`src/rtl/core/gdd_pkg.sv`:
```
// Shared types, codes and calendar helpers for the Gregorian date decrement block.
// No dependencies; used by gdd_ctrl, gdd_datapath and gregorian_date_decrement_core.
`default_nettype none

package gdd_pkg;

	// Unit codes carried by the action field.
	localparam logic [2:0] ACT_DAY        = 3'd0;
	localparam logic [2:0] ACT_WEEK       = 3'd1;
	localparam logic [2:0] ACT_MONTH      = 3'd2;
	localparam logic [2:0] ACT_YEAR       = 3'd3;
	localparam logic [2:0] ACT_DECADE     = 3'd4;
	localparam logic [2:0] ACT_CENTURY    = 3'd5;
	localparam logic [2:0] ACT_MILLENNIUM = 3'd6;

	// Reciprocal of twelve scaled by 2^19, used to split a month count into years.
	localparam logic [15:0] RECIP12      = 16'd43691;
	localparam int          RECIP12_SHIFT = 19;

	// Inverse of 25 modulo 2^14 and the largest residue of a multiple of 25.
	localparam logic [13:0] INV25_MOD14  = 14'd7209;
	localparam logic [13:0] DIV25_LIMIT  = 14'd655;

	typedef enum logic [2:0] {
		ST_IDLE,
		ST_CHECK,
		ST_DAYS,
		ST_MONTHS,
		ST_YEARS,
		ST_FINISH
	} gdd_state_t;

	typedef struct packed {
		logic load;
		logic check;
		logic day_step;
		logic apply;
		logic emit;
	} gdd_cmd_t;

	typedef struct packed {
		logic bad;
		logic is_day;
		logic is_month;
		logic is_years;
		logic days_done;
	} gdd_stat_t;

	// Length of a month, or zero for a month code outside 1 to 12.
	function automatic logic [4:0] month_len(input logic [3:0] m, input logic leap);
		logic [4:0] len;
		case (m)
			4'd1, 4'd3, 4'd5, 4'd7, 4'd8, 4'd10, 4'd12: len = 5'd31;
			4'd4, 4'd6, 4'd9, 4'd11:                    len = 5'd30;
			4'd2:                                       len = leap ? 5'd29 : 5'd28;
			default:                                    len = 5'd0;
		endcase
		return len;
	endfunction

endpackage

`default_nettype wire

```
`src/rtl/core/gregorian_date_decrement_core.sv`:
```
// Top level of the Gregorian date decrement block.
// Depends on gdd_pkg, gdd_ctrl and gdd_datapath.
//
// Channel  Handshake               Payload
// input    in_valid / in_stall     action, amount, day_in, month_in, year_in
// output   out_valid / out_stall   day_out, month_out, year_out, bad_date, year_underflow
//
// After its accepting cycle an item passes the check state, then for day and week units
// the day walk, at one cycle per month crossed, until the count ends inside a month or
// the year underflows, one apply state for the other units and nothing more for a bad date
// or an unused unit code, then the finish state that loads the output register.
// Reset clears the controller and the output valid; the date registers need none.
// A new item is taken while the previous result still waits under out_stall.
`default_nettype none

module gregorian_date_decrement_core (
	input  wire logic        clk,
	input  wire logic        arst_n,
	input  wire logic        in_valid,
	output logic             in_stall,
	input  wire logic [2:0]  action,
	input  wire logic [15:0] amount,
	input  wire logic [4:0]  day_in,
	input  wire logic [3:0]  month_in,
	input  wire logic [13:0] year_in,
	output logic             out_valid,
	input  wire logic        out_stall,
	output logic [4:0]       day_out,
	output logic [3:0]       month_out,
	output logic [13:0]      year_out,
	output logic             bad_date,
	output logic             year_underflow
);

	gdd_pkg::gdd_cmd_t  cmd;
	gdd_pkg::gdd_stat_t stat;

	gdd_ctrl u_ctrl (
		.clk       (clk),
		.arst_n    (arst_n),
		.in_valid  (in_valid),
		.in_stall  (in_stall),
		.out_valid (out_valid),
		.out_stall (out_stall),
		.stat      (stat),
		.cmd       (cmd)
	);

	gdd_datapath u_datapath (
		.clk            (clk),
		.cmd            (cmd),
		.stat           (stat),
		.action         (action),
		.amount         (amount),
		.day_in         (day_in),
		.month_in       (month_in),
		.year_in        (year_in),
		.day_out        (day_out),
		.month_out      (month_out),
		.year_out       (year_out),
		.bad_date       (bad_date),
		.year_underflow (year_underflow)
	);

	logic in_acc;
	assign in_acc = in_valid && !in_stall;

	// Once an item is taken, no further item may enter until it is finished.
	a_busy_after_accept: assert property (@(posedge clk) disable iff (!arst_n)
		in_acc |=> in_stall)
		else $error("input taken while an item is still in work");

	// An underflowed result is always the first of January, year zero.
	a_underflow_date: assert property (@(posedge clk) disable iff (!arst_n)
		(out_valid && year_underflow) |->
		(day_out == 5'd1 && month_out == 4'd1 && year_out == 14'd0))
		else $error("underflow result is not 1/1/0");

	// The two flags exclude each other.
	a_flags_exclusive: assert property (@(posedge clk) disable iff (!arst_n)
		out_valid |-> !(bad_date && year_underflow))
		else $error("bad date and underflow both set");

	// A fresh result only appears when the block had an item in work.
	a_result_from_work: assert property (@(posedge clk) disable iff (!arst_n)
		$rose(out_valid) |-> $past(in_stall))
		else $error("result appeared without an item in work");

endmodule

`default_nettype wire

```
`src/rtl/core/gdd_ctrl.sv`:
```
// Controller state machine of the Gregorian date decrement block.
// Depends on gdd_pkg; drives gdd_datapath through gdd_cmd_t.
`default_nettype none

module gdd_ctrl (
	input  wire logic              clk,
	input  wire logic              arst_n,
	input  wire logic              in_valid,
	output logic                   in_stall,
	output logic                   out_valid,
	input  wire logic              out_stall,
	input  wire gdd_pkg::gdd_stat_t stat,
	output gdd_pkg::gdd_cmd_t      cmd
);

	gdd_pkg::gdd_state_t state_q, state_d;
	logic                out_valid_q;
	logic                out_free;

	assign out_free = !out_valid_q || !out_stall;

	always_ff @(posedge clk or negedge arst_n) begin
		if (!arst_n) begin
			state_q     <= gdd_pkg::ST_IDLE;
			out_valid_q <= 1'b0;
		end else begin
			state_q <= state_d;
			if (cmd.emit) begin
				out_valid_q <= 1'b1;
			end else if (!out_stall) begin
				out_valid_q <= 1'b0;
			end
		end
	end

	always_comb begin
		state_d = state_q;
		case (state_q)
			gdd_pkg::ST_IDLE: begin
				if (in_valid) state_d = gdd_pkg::ST_CHECK;
			end
			gdd_pkg::ST_CHECK: begin
				if (stat.bad)           state_d = gdd_pkg::ST_FINISH;
				else if (stat.is_day)   state_d = gdd_pkg::ST_DAYS;
				else if (stat.is_month) state_d = gdd_pkg::ST_MONTHS;
				else if (stat.is_years) state_d = gdd_pkg::ST_YEARS;
				else                    state_d = gdd_pkg::ST_FINISH;
			end
			gdd_pkg::ST_DAYS: begin
				if (stat.days_done) state_d = gdd_pkg::ST_FINISH;
			end
			gdd_pkg::ST_MONTHS: state_d = gdd_pkg::ST_FINISH;
			gdd_pkg::ST_YEARS:  state_d = gdd_pkg::ST_FINISH;
			gdd_pkg::ST_FINISH: begin
				if (out_free) state_d = gdd_pkg::ST_IDLE;
			end
			default: state_d = gdd_pkg::ST_IDLE;
		endcase
	end

	always_comb begin
		cmd          = '0;
		in_stall     = 1'b1;
		cmd.load     = 1'b0;
		case (state_q)
			gdd_pkg::ST_IDLE: begin
				in_stall = 1'b0;
				cmd.load = in_valid;
			end
			gdd_pkg::ST_CHECK:  cmd.check    = 1'b1;
			gdd_pkg::ST_DAYS:   cmd.day_step = !stat.days_done;
			gdd_pkg::ST_MONTHS: cmd.apply    = 1'b1;
			gdd_pkg::ST_YEARS:  cmd.apply    = 1'b1;
			gdd_pkg::ST_FINISH: cmd.emit     = out_free;
			default:            cmd          = '0;
		endcase
	end

	assign out_valid = out_valid_q;

endmodule

`default_nettype wire

```
`src/rtl/core/gdd_datapath.sv`:
```
// Datapath of the Gregorian date decrement block: date registers, month stepper,
// leap test, unit multiplier and output register. Depends on gdd_pkg.
`default_nettype none

module gdd_datapath (
	input  wire logic              clk,
	input  wire gdd_pkg::gdd_cmd_t cmd,
	output gdd_pkg::gdd_stat_t     stat,
	input  wire logic [2:0]        action,
	input  wire logic [15:0]       amount,
	input  wire logic [4:0]        day_in,
	input  wire logic [3:0]        month_in,
	input  wire logic [13:0]       year_in,
	output logic [4:0]             day_out,
	output logic [3:0]             month_out,
	output logic [13:0]            year_out,
	output logic                   bad_date,
	output logic                   year_underflow
);

	logic [2:0]  action_q;
	logic [15:0] amount_q;
	logic [18:0] left_q;
	logic [4:0]  d_q;
	logic [3:0]  m_q;
	logic [13:0] y_q;
	logic [31:0] prod_q;
	logic        bad_q;
	logic        under_q;

	// Leap test on the working year: divisible by 4, and not by 100 unless by 400.
	// Divisibility by 25 uses the modular inverse of 25.
	logic [27:0] inv_prod;
	logic        div25;
	logic        leap;
	logic [4:0]  cur_len;
	logic [4:0]  prev_len;
	logic [3:0]  m_prev;

	assign inv_prod = {14'd0, y_q} * {14'd0, gdd_pkg::INV25_MOD14};
	assign div25    = inv_prod[13:0] <= gdd_pkg::DIV25_LIMIT;
	assign leap     = (y_q[1:0] == 2'd0) && (!div25 || (y_q[3:0] == 4'd0));
	assign m_prev   = m_q - 4'd1;
	assign cur_len  = gdd_pkg::month_len(m_q, leap);
	assign prev_len = gdd_pkg::month_len(m_prev, leap);

	logic is_day, is_month, is_years;
	assign is_day   = (action_q == gdd_pkg::ACT_DAY) || (action_q == gdd_pkg::ACT_WEEK);
	assign is_month = (action_q == gdd_pkg::ACT_MONTH);
	assign is_years = (action_q == gdd_pkg::ACT_YEAR) || (action_q == gdd_pkg::ACT_DECADE) ||
	                  (action_q == gdd_pkg::ACT_CENTURY) ||
	                  (action_q == gdd_pkg::ACT_MILLENNIUM);

	assign stat.bad       = (cur_len == 5'd0) || (d_q == 5'd0) || (d_q > cur_len);
	assign stat.is_day    = is_day;
	assign stat.is_month  = is_month;
	assign stat.is_years  = is_years;
	assign stat.days_done = (left_q == 19'd0) || under_q;

	// Per-unit factor for the multiplier; for months it is the reciprocal of twelve.
	logic [15:0] factor;
	always_comb begin
		case (action_q)
			gdd_pkg::ACT_MONTH:      factor = gdd_pkg::RECIP12;
			gdd_pkg::ACT_YEAR:       factor = 16'd1;
			gdd_pkg::ACT_DECADE:     factor = 16'd10;
			gdd_pkg::ACT_CENTURY:    factor = 16'd100;
			gdd_pkg::ACT_MILLENNIUM: factor = 16'd1000;
			default:                 factor = 16'd0;
		endcase
	end

	// Month units: split the count into whole years and remaining months.
	logic [12:0] yrs;
	logic [15:0] yrs12;
	logic [15:0] rem16;
	logic [3:0]  mb;
	logic [3:0]  m0;
	logic        borrow;
	logic [13:0] ysub;
	logic [3:0]  m_new;
	logic        mon_under;
	logic [25:0] sub;
	logic        yr_under;

	assign yrs       = prod_q[gdd_pkg::RECIP12_SHIFT +: 13];
	assign yrs12     = {yrs, 3'd0} + {1'b0, yrs, 2'd0};
	assign rem16     = amount_q - yrs12;
	assign mb        = rem16[3:0];
	assign m0        = m_q - 4'd1;
	assign borrow    = mb > m0;
	assign ysub      = {1'b0, yrs} + {13'd0, borrow};
	assign m_new     = borrow ? (m0 + 4'd13 - mb) : (m0 - mb + 4'd1);
	assign mon_under = ysub > y_q;
	assign sub       = prod_q[25:0];
	assign yr_under  = sub > {12'd0, y_q};

	logic [18:0] left_load;
	assign left_load = (action == gdd_pkg::ACT_WEEK) ?
	                   ({amount, 3'd0} - {3'd0, amount}) : {3'd0, amount};

	always_ff @(posedge clk) begin
		if (cmd.load) begin
			action_q <= action;
			amount_q <= amount;
			left_q   <= left_load;
			d_q      <= day_in;
			m_q      <= month_in;
			y_q      <= year_in;
			bad_q    <= 1'b0;
			under_q  <= 1'b0;
		end
		if (cmd.check) begin
			bad_q  <= stat.bad;
			prod_q <= {16'd0, amount_q} * {16'd0, factor};
		end
		if (cmd.day_step) begin
			// Either the count ends inside this month, or the whole month is skipped.
			if (left_q < {14'd0, d_q}) begin
				d_q    <= d_q - left_q[4:0];
				left_q <= 19'd0;
			end else begin
				left_q <= left_q - {14'd0, d_q};
				if (m_q == 4'd1) begin
					if (y_q == 14'd0) begin
						under_q <= 1'b1;
					end else begin
						y_q <= y_q - 14'd1;
						m_q <= 4'd12;
						d_q <= 5'd31;
					end
				end else begin
					m_q <= m_prev;
					d_q <= prev_len;
				end
			end
		end
		if (cmd.apply) begin
			if (is_month) begin
				if (mon_under) begin
					under_q <= 1'b1;
				end else begin
					y_q <= y_q - ysub;
					m_q <= m_new;
				end
			end else begin
				if (yr_under) begin
					under_q <= 1'b1;
				end else begin
					y_q <= y_q - sub[13:0];
				end
			end
		end
		if (cmd.emit) begin
			day_out        <= under_q ? 5'd1 : d_q;
			month_out      <= under_q ? 4'd1 : m_q;
			year_out       <= under_q ? 14'd0 : y_q;
			bad_date       <= bad_q;
			year_underflow <= under_q;
		end
	end

endmodule

`default_nettype wire

```
`config.mk`:
```
export PLATFORM = sky130hd
export DESIGN_NAME = gregorian_date_decrement_core
export DESIGN_NICKNAME = d
export VERILOG_FILES = /design/src/rtl/core/gdd_pkg.sv /design/src/rtl/core/gregorian_date_decrement_core.sv /design/src/rtl/core/gdd_ctrl.sv /design/src/rtl/core/gdd_datapath.sv
export SDC_FILE = /design/constraint.sdc
export NUM_CORES = 1
export LEC_CHECK = 0
export BUFFER_PORTS_ARGS = -buffer_cell sky130_fd_sc_hd__buf_2
export CORE_MARGIN = 5
export CORE_UTILIZATION = 30
export DETAILED_ROUTE_END_ITERATION = 16
export PLACE_DENSITY_LB_ADDON = 0.3
export SYNTH_ARGS = -nofsm -noshare
export SYNTH_HDL_FRONTEND = slang
export SYNTH_SLANG_ARGS = --single-unit
```
`constraint.sdc`:
```
create_clock -name clk -period 6.9 [get_ports clk]
set_input_delay 2.07 -clock clk [delete_from_list [all_inputs] [get_ports clk]]
set_output_delay 2.07 -clock clk [all_outputs]
set_load 0.05 [all_outputs]
```
# Word-level counts from Yosys, hierarchy flattened
# Cells that the tools add are included.
# totals
word_cells	166
output_inout_bits	27
ff_bits	124
input_bits	46
# classes
n_addsub	14
n_lt_le_gt_ge	6
mul	2
n_mux	58
eq_ne	40
reduce_logical	30
# op_table
cell	n
$mux W14	9
$pmux W16 S5	1
$mux W19	4
$eq A4 B4 Y1 const B	10
$mux W4	9
$eq A4 B3 Y1 const B	8
$mul A16 B16 Y32	1
$pmux W5 S3	2
$sub A14 B14 Y14	2
$gt A26 B14 Y1	1
$mux W5	5
$mux W1	21
$logic_not A19 Y1	1
$lt A19 B5 Y1	1
$sub A19 B16 Y19	1
$sub A19 B5 Y19	1
$mux W3	6
$eq A4 B2 Y1 const B	4
$eq A3 B3 Y1 const B	5
$pmux W3 S5	1
$add A13 B1 Y14	1
$gt A14 B14 Y1	1
$le A14 B10 Y1 const B	1
$logic_not A14 Y1	1
27 further kinds	53

# Logic depth before layout (Yosys ltp)
# Gate-level depths: netlist (run 1).
# depth
depth_word	12
ltp_mapped	27
depth_no_buf	27

# Modules after synthesis
# From an unflattened synthesis (run 1), not the netlist that was laid out.
# hier_totals
hier_cells	1908
hier_area_um2	17312.9
# by_module_without_submodules
mod	area_each_um2	cells_each	n_inst	seq_area_each_um2
gdd_datapath	17055.1	1875	1	3363.2
gdd_ctrl	257.7	33	1	100.1

# Worst setup path after synthesis (run 1)
# Ideal clock, no wire load.
# synth_path
path_type	reg-to-reg
startpoint	register u_datapath.action_q[0]
endpoint	register u_datapath.prod_q[26], data pin
path_stages_with_launch	26
required_ns	6.641
synth_period_minus_slack_ns	6.679
setup_time_ns	0.259
n_path_buf	3
path_slack_ns	0.221
arrival_time_ns	6.420
path_cell_list	edfxtp_1 -> clkbuf_1 -> nor2b_1 -> clkbuf_1 -> and2_1 -> clkbuf_1 -> nand2_1 -> fa_1 -> fa_1 -> inv_1 -> fa_1 -> inv_1 -> fa_1 -> fa_1 -> inv_1 -> fa_1 -> ha_1 -> a21oi_1 -> o211ai_1 -> a2111oi_0 -> o21ai_0 -> o21a_1 -> o21a_1 -> nor2_1 -> nor4bb_1 -> a211o_1
# synth_via
elab_chain_cells	3
word_cells_on_any_way	7
classes_between	1 x mul; 5 x eq/ne; 1 x mux
# synth_lines
item	line_no	text
from (decl)	gdd_datapath.sv:21	logic [2:0] action_q;
from (signal assigned)	gdd_datapath.sv:104	action_q <= action;
$eq A3 B3 Y1 / $eq A3 B2 Y1 (equally long branches)	gdd_datapath.sv:63	case (action_q)
$pmux W16 S5 (*)	gdd_datapath.sv:63	
$mul A16 B16 Y32 (*)	gdd_datapath.sv:115	prod_q <= {16'd0, amount_q} * {16'd0, factor};
to (signal assigned)	gdd_datapath.sv:115	
to (decl)	gdd_datapath.sv:27	logic [31:0] prod_q;
# Every way passes the cells marked *; elsewhere a longest branch is shown, timed or not.
# A chain may end at the register's enable or synchronous reset.

# Final worst setup path (run 1)
# layout_path
startpoint	register u_datapath.action_q[2]
endpoint	register u_datapath.prod_q[30], data pin
# The elaborated chain is that of the path after synthesis.

==> results.sh, run 1 <==
export IMPL_grt_ovfl_total=0
export IMPL_hold_slack_ns=0.420
export IMPL_tightest_slew_ns=1.21
export IMPL_start_util_pct=30.2
export IMPL_ys_seq_area_share_pct=20.3
export IMPL_setup_slack_ns=0.368
export IMPL_criticalPathCategory="flop to flop"
export IMPL_rows=87
export IMPL_htree_num_levels=4
export IMPL_post_dp_hpwl_microns=36800
export IMPL_synth_seq_cells=124
export IMPL_nFillCells=5740
export IMPL_grt_pass1_wl_microns=70800
export IMPL_post_synth_top_count_cell="inv_1"
export IMPL_ys_types=78
export IMPL_synthFlopType="edfxtp_1"
export IMPL_dr_pass1_iters=5
export IMPL_placed_cell_area_sq_mm=0.0184
export IMPL_ctsRootBufferMaster="clkbuf_16"
export IMPL_fin_crit_ns=6.53
export IMPL_routedWlPerCell_microns=16.2
export IMPL_place_gp_congestion=0.899
export IMPL_yosys_area_top_type_share_pct=19.8
export IMPL_area_growth_pct=12.4
export IMPL_async_flop_share_pct=3.23
export IMPL_start_kind="flop"
export IMPL_ant_nets=0
export IMPL_drv_slew=0
export IMPL_synth_cell_area_sq_mm=0.0170
export IMPL_fin_crit_sh_pct=94.7
export IMPL_route_detailed_drc=0
export IMPL_antenna_found_initial=0
export IMPL_wl_microns=44200
export IMPL_fin_tns_setup_ns=0
export IMPL_hold_viol=0
export IMPL_fin_nets=2421
export IMPL_numCtsBuffers=17
export IMPL_synth_common_cells="318 x inv_1, 270 x ha_1, 149 x fa_1, 120 x nand2_1, 114 x nor2_1"
export IMPL_num_vias=13300
export IMPL_die_h_microns=248
export IMPL_worstHoldPathType="flop to flop"
export IMPL_grt_pass1_vias=13300
export IMPL_core_area_sq_mm=0.0563
export IMPL_grt_start_max_net_pins=33
export IMPL_worst_endpoint_arrival_ns=6.71
export IMPL_fmax_mhz=153
export IMPL_clock_path_buffers=2
export IMPL_syn_nets=2330
export IMPL_die_area_sq_mm=0.0616
export IMPL_setup_viol=0
export IMPL_avgSynthCellArea_sq_um=9.13
export IMPL_cts_tree="yes"
export IMPL_grt_use_total_pct=14.3
export IMPL_yosys_area_top_type="ha_1"
export IMPL_vias_per_cell=4.89
export IMPL_syn_instance_count=1865
export IMPL_clk_transition_reported_paths_ns=0.06
export IMPL_final_cell_area_sq_mm=0.0191
export IMPL_critPathRequiredTime_ns=7.08
export IMPL_relSlewSlack_pct=19.2
export IMPL_synth_edf_count=96
export IMPL_synth_area_leaders="ha_1 20%, fa_1 18%, edfxtp_1 17%, inv_1 7.0%, xnor2_1 3.8%"
export IMPL_drv_cap=0
export IMPL_insertion_delay_ns=0.43
export IMPL_status="complete, no violations"
export IMPL_yosys_warnings=0
export IMPL_place_ws_ns=0.218
export IMPL_io_buffers=72
export IMPL_ioPinCount=73
export IMPL_die_w_microns=248
export IMPL_drive_gt1_share_pct=10.2
export IMPL_drt_iter0_markers=798
export IMPL_endpoint_kind="flop"
export IMPL_path_max_fanout=28
export IMPL_clock_sinks=124
export IMPL_diodes=0
export IMPL_timing_clock_skew_ns=0.0165
-- per-layer routing --
metal  wire length, microns  track usage (%)  vias to the layer above
li1                       -                -                     6512
met1                  20700             19.9                     6459
met2                  20800             23.5                      286
met3                   1730             1.92                       56
met4                    865             3.59                        0
met5                      0                0                        -
-- cell families after synthesis --
logic type / synth area share (%)
AOI/OAI and AO/OA: 13.2
xor gates and xnor gates: 5.89
adders and majority gates: 37.4
buffers and inverters: 8.00
DFF: 20.3
muxes: 0.235
and+or+nand+nor: 14.9
-- placed cells by master (no fill, tap or decap), drive strengths merged, types with 14 or more instances in the layout --
cell	count
nand3	29
nor2	115
edfxtp	96
xnor2	74
a21o	28
xor2	38
nor2b	21
a21oi	92
and3	37
nand2	120
nand2b	22
and2	44
a211oi	14
or2	27
clkbuf	19
ha	270
o21a	20
buf	112
nor3	46
fa	149
o21ai	75
dfxtp	24
inv	321
-- final timing paths --
kind | to | cells after the start | slack [ns] | start
hold reg to reg | u_datapath.bad_date | 0 | 0.42 | u_datapath.bad_q
setup reg to reg | u_datapath.prod_q[30] | 23 | 0.37 | u_datapath.action_q[2]
hold / removal | u_datapath.bad_date | 0 | 0.42 | u_datapath.bad_q
min in group asynchronous | u_ctrl.out_valid | 1 | 1.44 | arst_n
max in group asynchronous | u_ctrl.state_q[2] | 1 | 5.34 | arst_n
setup / recovery | u_datapath.prod_q[30] | 23 | 0.37 | u_datapath.action_q[2]
-- through the flow --
stage / cells / utilization (%)
after floorplan: 1865 / -
after global placement: 2690 / 32.8
after detailed placement: 2690 / 32.8
after CTS: 2722 / 33.9
after global routing: 2725 / 34.0
final: 2725 / 34.0
-- final cells by class --
type                       count  area (sq um)  share of cell area, %
tap                          756           946                   4.94
inverter                     319          1200                   6.26
multi-input combinational   1382         12200                   64.0
sequential                   124          3460                   18.1
timing repair buffer         112           673                   3.52
clock inverter                13           164                  0.856
clock buffer                  19           453                   2.37
-- sequential cells by signal, indices dropped and copies added, names as in the netlist --
register                   flops
u_datapath.m_q                 4
u_datapath.under_q             1
u_datapath.day_out             5
u_datapath.amount_q           16
u_datapath.bad_date            1
u_datapath.action_q            3
u_datapath.prod_q             32
u_ctrl.out_valid               1
u_datapath.bad_q               1
u_datapath.left_q             19
u_ctrl.state_q                 3
u_datapath.year_underflow      1
u_datapath.year_out           14
u_datapath.y_q                14
u_datapath.month_out           4
u_datapath.d_q                 5
-- timing repair --
action,CTS,global route
resized for setup,0,20
setup endpoints to repair,0,9
buffers inserted,0,2
hold buffers,0,0
-- worst max-delay path, cell delays in order, from the launching register on --
cell and delay, ns:
edfxtp_1 0.45, buf_4 0.18, buf_6 0.20, or2_2 0.17, inv_1 0.06, or2_2 0.29
ha_1 0.27, inv_1 0.05, fa_1 0.56, fa_1 0.44, fa_1 0.49, inv_1 0.05
fa_1 0.50, fa_1 0.55, ha_2 0.30, and4_1 0.17, a211o_1 0.27, a31o_2 0.23
and3_1 0.19, o21a_1 0.21, a311oi_1 0.27, o21bai_1 0.10, a21oi_1 0.17, xnor2_1 0.08
Power of run 1 is left out: the tool's default activity adds up to more than one toggle a clock period on the data nets, which glitch-free logic cannot reach.
==> inputs of run 2 (changes only) <==
==> constraint.sdc (replaced) <==
create_clock -name clk -period 5.4 [get_ports clk]
set_input_delay 1.62 -clock clk [delete_from_list [all_inputs] [get_ports clk]]
set_output_delay 1.62 -clock clk [all_outputs]
set_load 0.05 [all_outputs]
==> run 2 against run 1 <==
The run now ends with negative setup slack left. Design area increased by 15%. Wire length increased by 8.4%. Largest cell class unchanged. Utilization increased by 5.0 points. Sequential share of layout area decreased by 2.3 points. Critical path depth increased by 1. Die area unchanged. Via count increased by 7.2%. Clock-buffer cell count decreased by 2.
==> results.sh, run 2 (synthesis gave the netlist of run 1 again) <==
export IMPL_rsz0062_at_grt="yes"
export IMPL_reg_top3="u_datapath.prod_q: 32 flops, u_datapath.left_q: 19 flops, u_datapath.amount_q: 16 flops"
export IMPL_grt_ovfl_total=0
export IMPL_die_h_microns=248
export IMPL_regMostFlops="u_datapath.prod_q"
export IMPL_grt_pass1_wl_microns=76200
export IMPL_top_layer="met4"
export IMPL_routedWlPerCell_microns=16.2
export IMPL_hold_slack_ns=0.441
export IMPL_final_common_cell="inv_1"
export IMPL_antenna_found_initial=0
export IMPL_met1_length_microns=22300
export IMPL_clock_sinks=124
export IMPL_die_area_sq_mm=0.0616
export IMPL_start_kind="flop"
export IMPL_die_w_microns=248
export IMPL_fin_crit_ns=6.33
export IMPL_status="finished, violations left"
export IMPL_diodes=0
export IMPL_ant_nets=0
export IMPL_route_detailed_drc=0
export IMPL_worstHoldPathType="flop to flop"
export IMPL_num_vias=14300
export IMPL_post_dp_hpwl_microns=39100
export IMPL_place_ws_ns=-1.26
export IMPL_setup_slack_ns=-0.927
export IMPL_grt_use_total_pct=15.4
export IMPL_drv_slew=0
export IMPL_hold_viol=0
export IMPL_setup_viol=21
export IMPL_drive_gt1_share_pct=25.7
export IMPL_crit_top_cell="fa_1"
export IMPL_io_buffers=72
export IMPL_cpLargestDelayFamily="adder cells"
export IMPL_max_stage_delay_ns=0.54
export IMPL_drv_cap=0
export IMPL_nFillCells=5645
export IMPL_core_area_sq_mm=0.0563
export IMPL_criticalPathCategory="flop to flop"
export IMPL_largest_reg_flops=32
export IMPL_cp_slowest_cell="fa_1"
export IMPL_drt_iter0_markers=771
export IMPL_numCtsBuffers=17
export IMPL_wl_microns=47900
export IMPL_wl_met3_microns=1800
export IMPL_final_cell_mix="297 x inv_1, 241 x ha_1, 232 x buf_4"
export IMPL_place_gp_congestion=0.914
export IMPL_htree_num_levels=4
export IMPL_clk_transition_reported_paths_ns=0.06
export IMPL_worstPathCellList="nor2b_4, buf_12, o21a_4, buf_6, and2_4, or2_4, ha_4, inv_2, fa_1, fa_1, fa_1, inv_2, fa_1, fa_1, ha_4, and4_1, a211o_1, a31o_4, and3_4, o21a_4, o21a_1, nor2_2, nor4bb_1, a211o_1"
export IMPL_path_max_fanout=8
export IMPL_tightest_slew_ns=1.21
export IMPL_endpoint_kind="flop"
export IMPL_critPathRequiredTime_ns=5.58
export IMPL_cts_tree="yes"
export IMPL_fin_crit_sh_pct=117
export IMPL_area_growth_pct=28.8
export IMPL_violations="negative setup slack"
export IMPL_worst_endpoint_arrival_ns=6.51
export IMPL_vias_per_cell=4.84
export IMPL_relSlewSlack_pct=19.1
export IMPL_timing_clock_skew_ns=0.0129
export IMPL_fin_nets=2644
export IMPL_clock_path_buffers=2
export IMPL_critPathBufInv=4
export IMPL_wl_met2_microns=23100
export IMPL_grt_start_max_net_pins=33
export IMPL_ctsRootBufferMaster="clkbuf_16"
export IMPL_dr_pass1_iters=6
export IMPL_ioPinCount=73
export IMPL_insertion_delay_ns=0.44
export IMPL_start_util_pct=30.2
export IMPL_grt_pass1_vias=14200
export IMPL_rows=87
export IMPL_fmax_mhz=158
run 2: changes by cell type in the layout (fill, tap and decap cells not counted), moves of 13 or more:
cell	previous run	this run
ha_1	268	241
buf_6	4	21
inv_2	0	21
ha_4	0	26
or2_2	27	14
a21oi_1	90	72
inv_1	318	297
a21oi_2	2	18
or2_4	0	13
buf_4	35	232
run 2: area by class of cell:
type	count	area (sq um)	share of cell area (%)
multi-input combinational	1382	13100	59.8
sequential	124	3460	15.8
timing repair buffer	335	2560	11.7
inverter	319	1200	5.46
tap	756	946	4.31
clock buffer	17	425	1.94
clock inverter	15	220	1.00
run 2: worst paths after layout:
check	end	from	slack, ns	cells past startpoint
setup / recovery	u_datapath.prod_q[26]	u_datapath.action_q[1]	-0.93	24
hold / removal	u_datapath.bad_date	u_datapath.bad_q	0.44	0
setup reg to reg	u_datapath.prod_q[26]	u_datapath.action_q[1]	-0.93	24
hold reg to reg	u_datapath.bad_date	u_datapath.bad_q	0.44	0
max in group asynchronous	u_ctrl.out_valid	arst_n	4.30	1
min in group asynchronous	u_ctrl.state_q[1]	arst_n	0.98	1
run 2: per-layer routing:
layer	vias to the layer above	GRT usage, %
met5	-	0
met4	0	2.94
met3	44	1.85
met2	290	25.6
met1	6989	21.7
li1	6944	-
run 2: worst reg2reg max path: cells and delay by family (launching register included):
kind,cells,cell delay (ns)
AO/OA/AOI/OAI,6,1.33
adder cells (fa/ha/maj),7,2.93
buffers and inverters,4,0.33
flip-flops,1,0.43
AND/OR/NAND/NOR,7,1.04
run 2: repair_timing:
action,4_1_cts,5_1_grt
pin swaps,76,60
hold buffers,0,0
endpoints found under the setup margin,27,44
resized for setup,93,107
buffers inserted,19,17
cloned,4,0
run 2: stage by stage:
step           setup TNS (ns)  cell area (sq um)  instances  utilization [%]
2_1_floorplan           -8.61              17300       1865                -
3_3_place_gp           -16.38              20100       2880             35.7
3_5_place_dp           -18.60              20100       2880             35.7
4_1_cts                -13.03              21400       2935             38.0
5_1_grt                -18.15              21900       2948             39.0
6_report               -13.08              21900       2948             39.0
Power of run 2 is left out for the same reason.
==> inputs of run 3 (changes only) <==
==> constraint.sdc (replaced) <==
create_clock -name clk -period 5.53 [get_ports clk]
set_input_delay 1.659 -clock clk [delete_from_list [all_inputs] [get_ports clk]]
set_output_delay 1.659 -clock clk [all_outputs]
set_load 0.05 [all_outputs]
==> run 3 against run 2 <==
The flow still finishes with violations (negative setup slack). Wire length is 2.6% lower. Clock-buffer cell count is 1 higher. Non-clock buffer count is 35 lower. Hold slack better by 0.0020 ns. Final cell count is 1.2% lower. Die area stayed put. Critical path depth is 1 higher. Critical endpoint unchanged. Highest routed layer unchanged.
==> results.sh, run 3 (synthesis gave the netlist of run 1 again) <==
export IMPL_fin_tns_setup_ns=-8.03
export IMPL_num_vias=14100
export IMPL_area_growth_pct=25.0
export IMPL_drive_gt1_share_pct=22.9
export IMPL_insertion_delay_ns=0.44
export IMPL_hold_path_depth=0
export IMPL_io_buffers=72
export IMPL_clk_transition_reported_paths_ns=0.06
export IMPL_numCtsBuffers=17
export IMPL_die_w_microns=248
export IMPL_grt_start_max_net_pins=37
export IMPL_grt_ovfl_total=0
export IMPL_ant_nets=0
export IMPL_cp_slowest_cell="fa_1"
export IMPL_clock_path_buffers=2
export IMPL_tightest_slew_ns=1.24
export IMPL_cts_tree="yes"
export IMPL_die_area_sq_mm=0.0616
export IMPL_cpLargestDelayFamily="adder cells"
export IMPL_fin_nets=2610
export IMPL_die_h_microns=248
export IMPL_core_area_sq_mm=0.0563
export IMPL_grt_busiest_layer="met2"
export IMPL_violations="negative setup slack"
export IMPL_start_util_pct=30.2
export IMPL_crit_cells=25
export IMPL_fin_crit_ns=6.23
export IMPL_setup_viol=17
export IMPL_relSlewSlack_pct=17.4
export IMPL_crit_top_cell="fa_1"
export IMPL_drv_cap=0
export IMPL_regMostFlops="u_datapath.prod_q"
export IMPL_antenna_found_initial=0
export IMPL_path_max_fanout=7
export IMPL_worstHoldPathType="flop to flop"
export IMPL_diodes=0
export IMPL_cts_hold_buffers=0
export IMPL_htree_num_levels=4
export IMPL_reg2reg_depth=25
export IMPL_max_stage_delay_ns=0.54
export IMPL_status="finished, violations left"
export IMPL_criticalPathCategory="flop to flop"
export IMPL_setup_slack_ns=-0.704
export IMPL_hold_viol=0
export IMPL_rows=87
export IMPL_largest_reg_flops=32
export IMPL_worstReg2RegStart="u_datapath.action_q[1]"
export IMPL_fmax_mhz=160
export IMPL_ctsRootBufferMaster="clkbuf_16"
export IMPL_place_gp_congestion=0.917
export IMPL_timing_clock_skew_ns=0.0115
export IMPL_grtUsageMet2_pct=25.1
export IMPL_reg_top3="u_datapath.prod_q: 32 flops, u_datapath.left_q: 19 flops, u_datapath.amount_q: 16 flops"
export IMPL_grt_use_met3_pct=1.92
export IMPL_worst_endpoint_arrival_ns=6.42
export IMPL_rsz0062_at_grt="yes"
export IMPL_drt_iter0_markers=974
export IMPL_wl_microns=46600
export IMPL_critPathRequiredTime_ns=5.71
export IMPL_drv_slew=0
export IMPL_route_detailed_drc=0
export IMPL_final_cell_mix="305 x inv_1, 245 x ha_1, 211 x buf_4"
export IMPL_routedWlPerCell_microns=16.0
export IMPL_endpoint_kind="flop"
export IMPL_hp_start="u_datapath.bad_q"
export IMPL_fin_crit_sh_pct=113
export IMPL_start_kind="flop"
export IMPL_final_common_cell="inv_1"
export IMPL_grt_use_total_pct=15.1
export IMPL_dr_pass1_iters=5
export IMPL_vias_per_cell=4.83
export IMPL_startpoint="u_datapath.action_q[1]"
export IMPL_grt_pass1_wl_microns=74500
export IMPL_post_dp_hpwl_microns=38300
export IMPL_clock_sinks=124
export IMPL_grt_pass1_vias=14200
export IMPL_critPathBufInv=5
export IMPL_grt_util_met1_pct=20.7
export IMPL_ioPinCount=73
-- run 3: what timing repair did --
action	in CTS	in global routing
gates cloned	3	0
endpoints found under the setup margin	31	40
setup buffers	22	4
gates resized for setup	86	44
pin swaps	54	37
-- run 3: layout make-up --
type | count | area, sq um
fillers | 5631 | 35000
multi-input cells | 1383 | 12900
flip-flops and latches | 124 | 3460
repair buffers | 300 | 2160
inverters | 319 | 1200
well taps | 756 | 946
clock buffers | 18 | 429
clock inverters | 14 | 194
-- run 3: final timing paths --
| check | slack (ns) | end |
|---|---|---|
| min reg2reg | 0.44 | u_datapath.bad_date |
| max in group asynchronous | 4.39 | u_ctrl.state_q[2] |
| min | 0.44 | u_datapath.bad_date |
| min in group asynchronous | 1.01 | u_ctrl.out_valid |
| max | -0.70 | u_datapath.prod_q[26] |
| max reg2reg | -0.70 | u_datapath.prod_q[26] |
-- run 3: stage by stage --
step | utilization [%] | area, sq um | setup slack [ns] | hold WS [ns] | std cells
5_1_grt | 37.8 | 21300 | -0.907 | 0.441 | 2914
6_report | 37.8 | 21300 | -0.704 | 0.443 | 2914
3_5_place_dp | 35.3 | 19900 | -1.06 | 0.420 | 2855
4_1_cts | 37.5 | 21100 | -0.709 | 0.439 | 2910
2_1_floorplan | - | 17200 | -0.666 | 0.400 | 1865
3_3_place_gp | 35.3 | 19900 | -0.955 | 0.415 | 2855
-- run 3: routing by layer --
metal	wire, microns	part of all wire [%]	vias up
met5	0	0	-
met4	1050	2.2	0
met3	2020	4.3	60
met2	22000	47	311
met1	21600	46	6814
li1	-	-	6889
Power of run 3 is left out for the same reason.
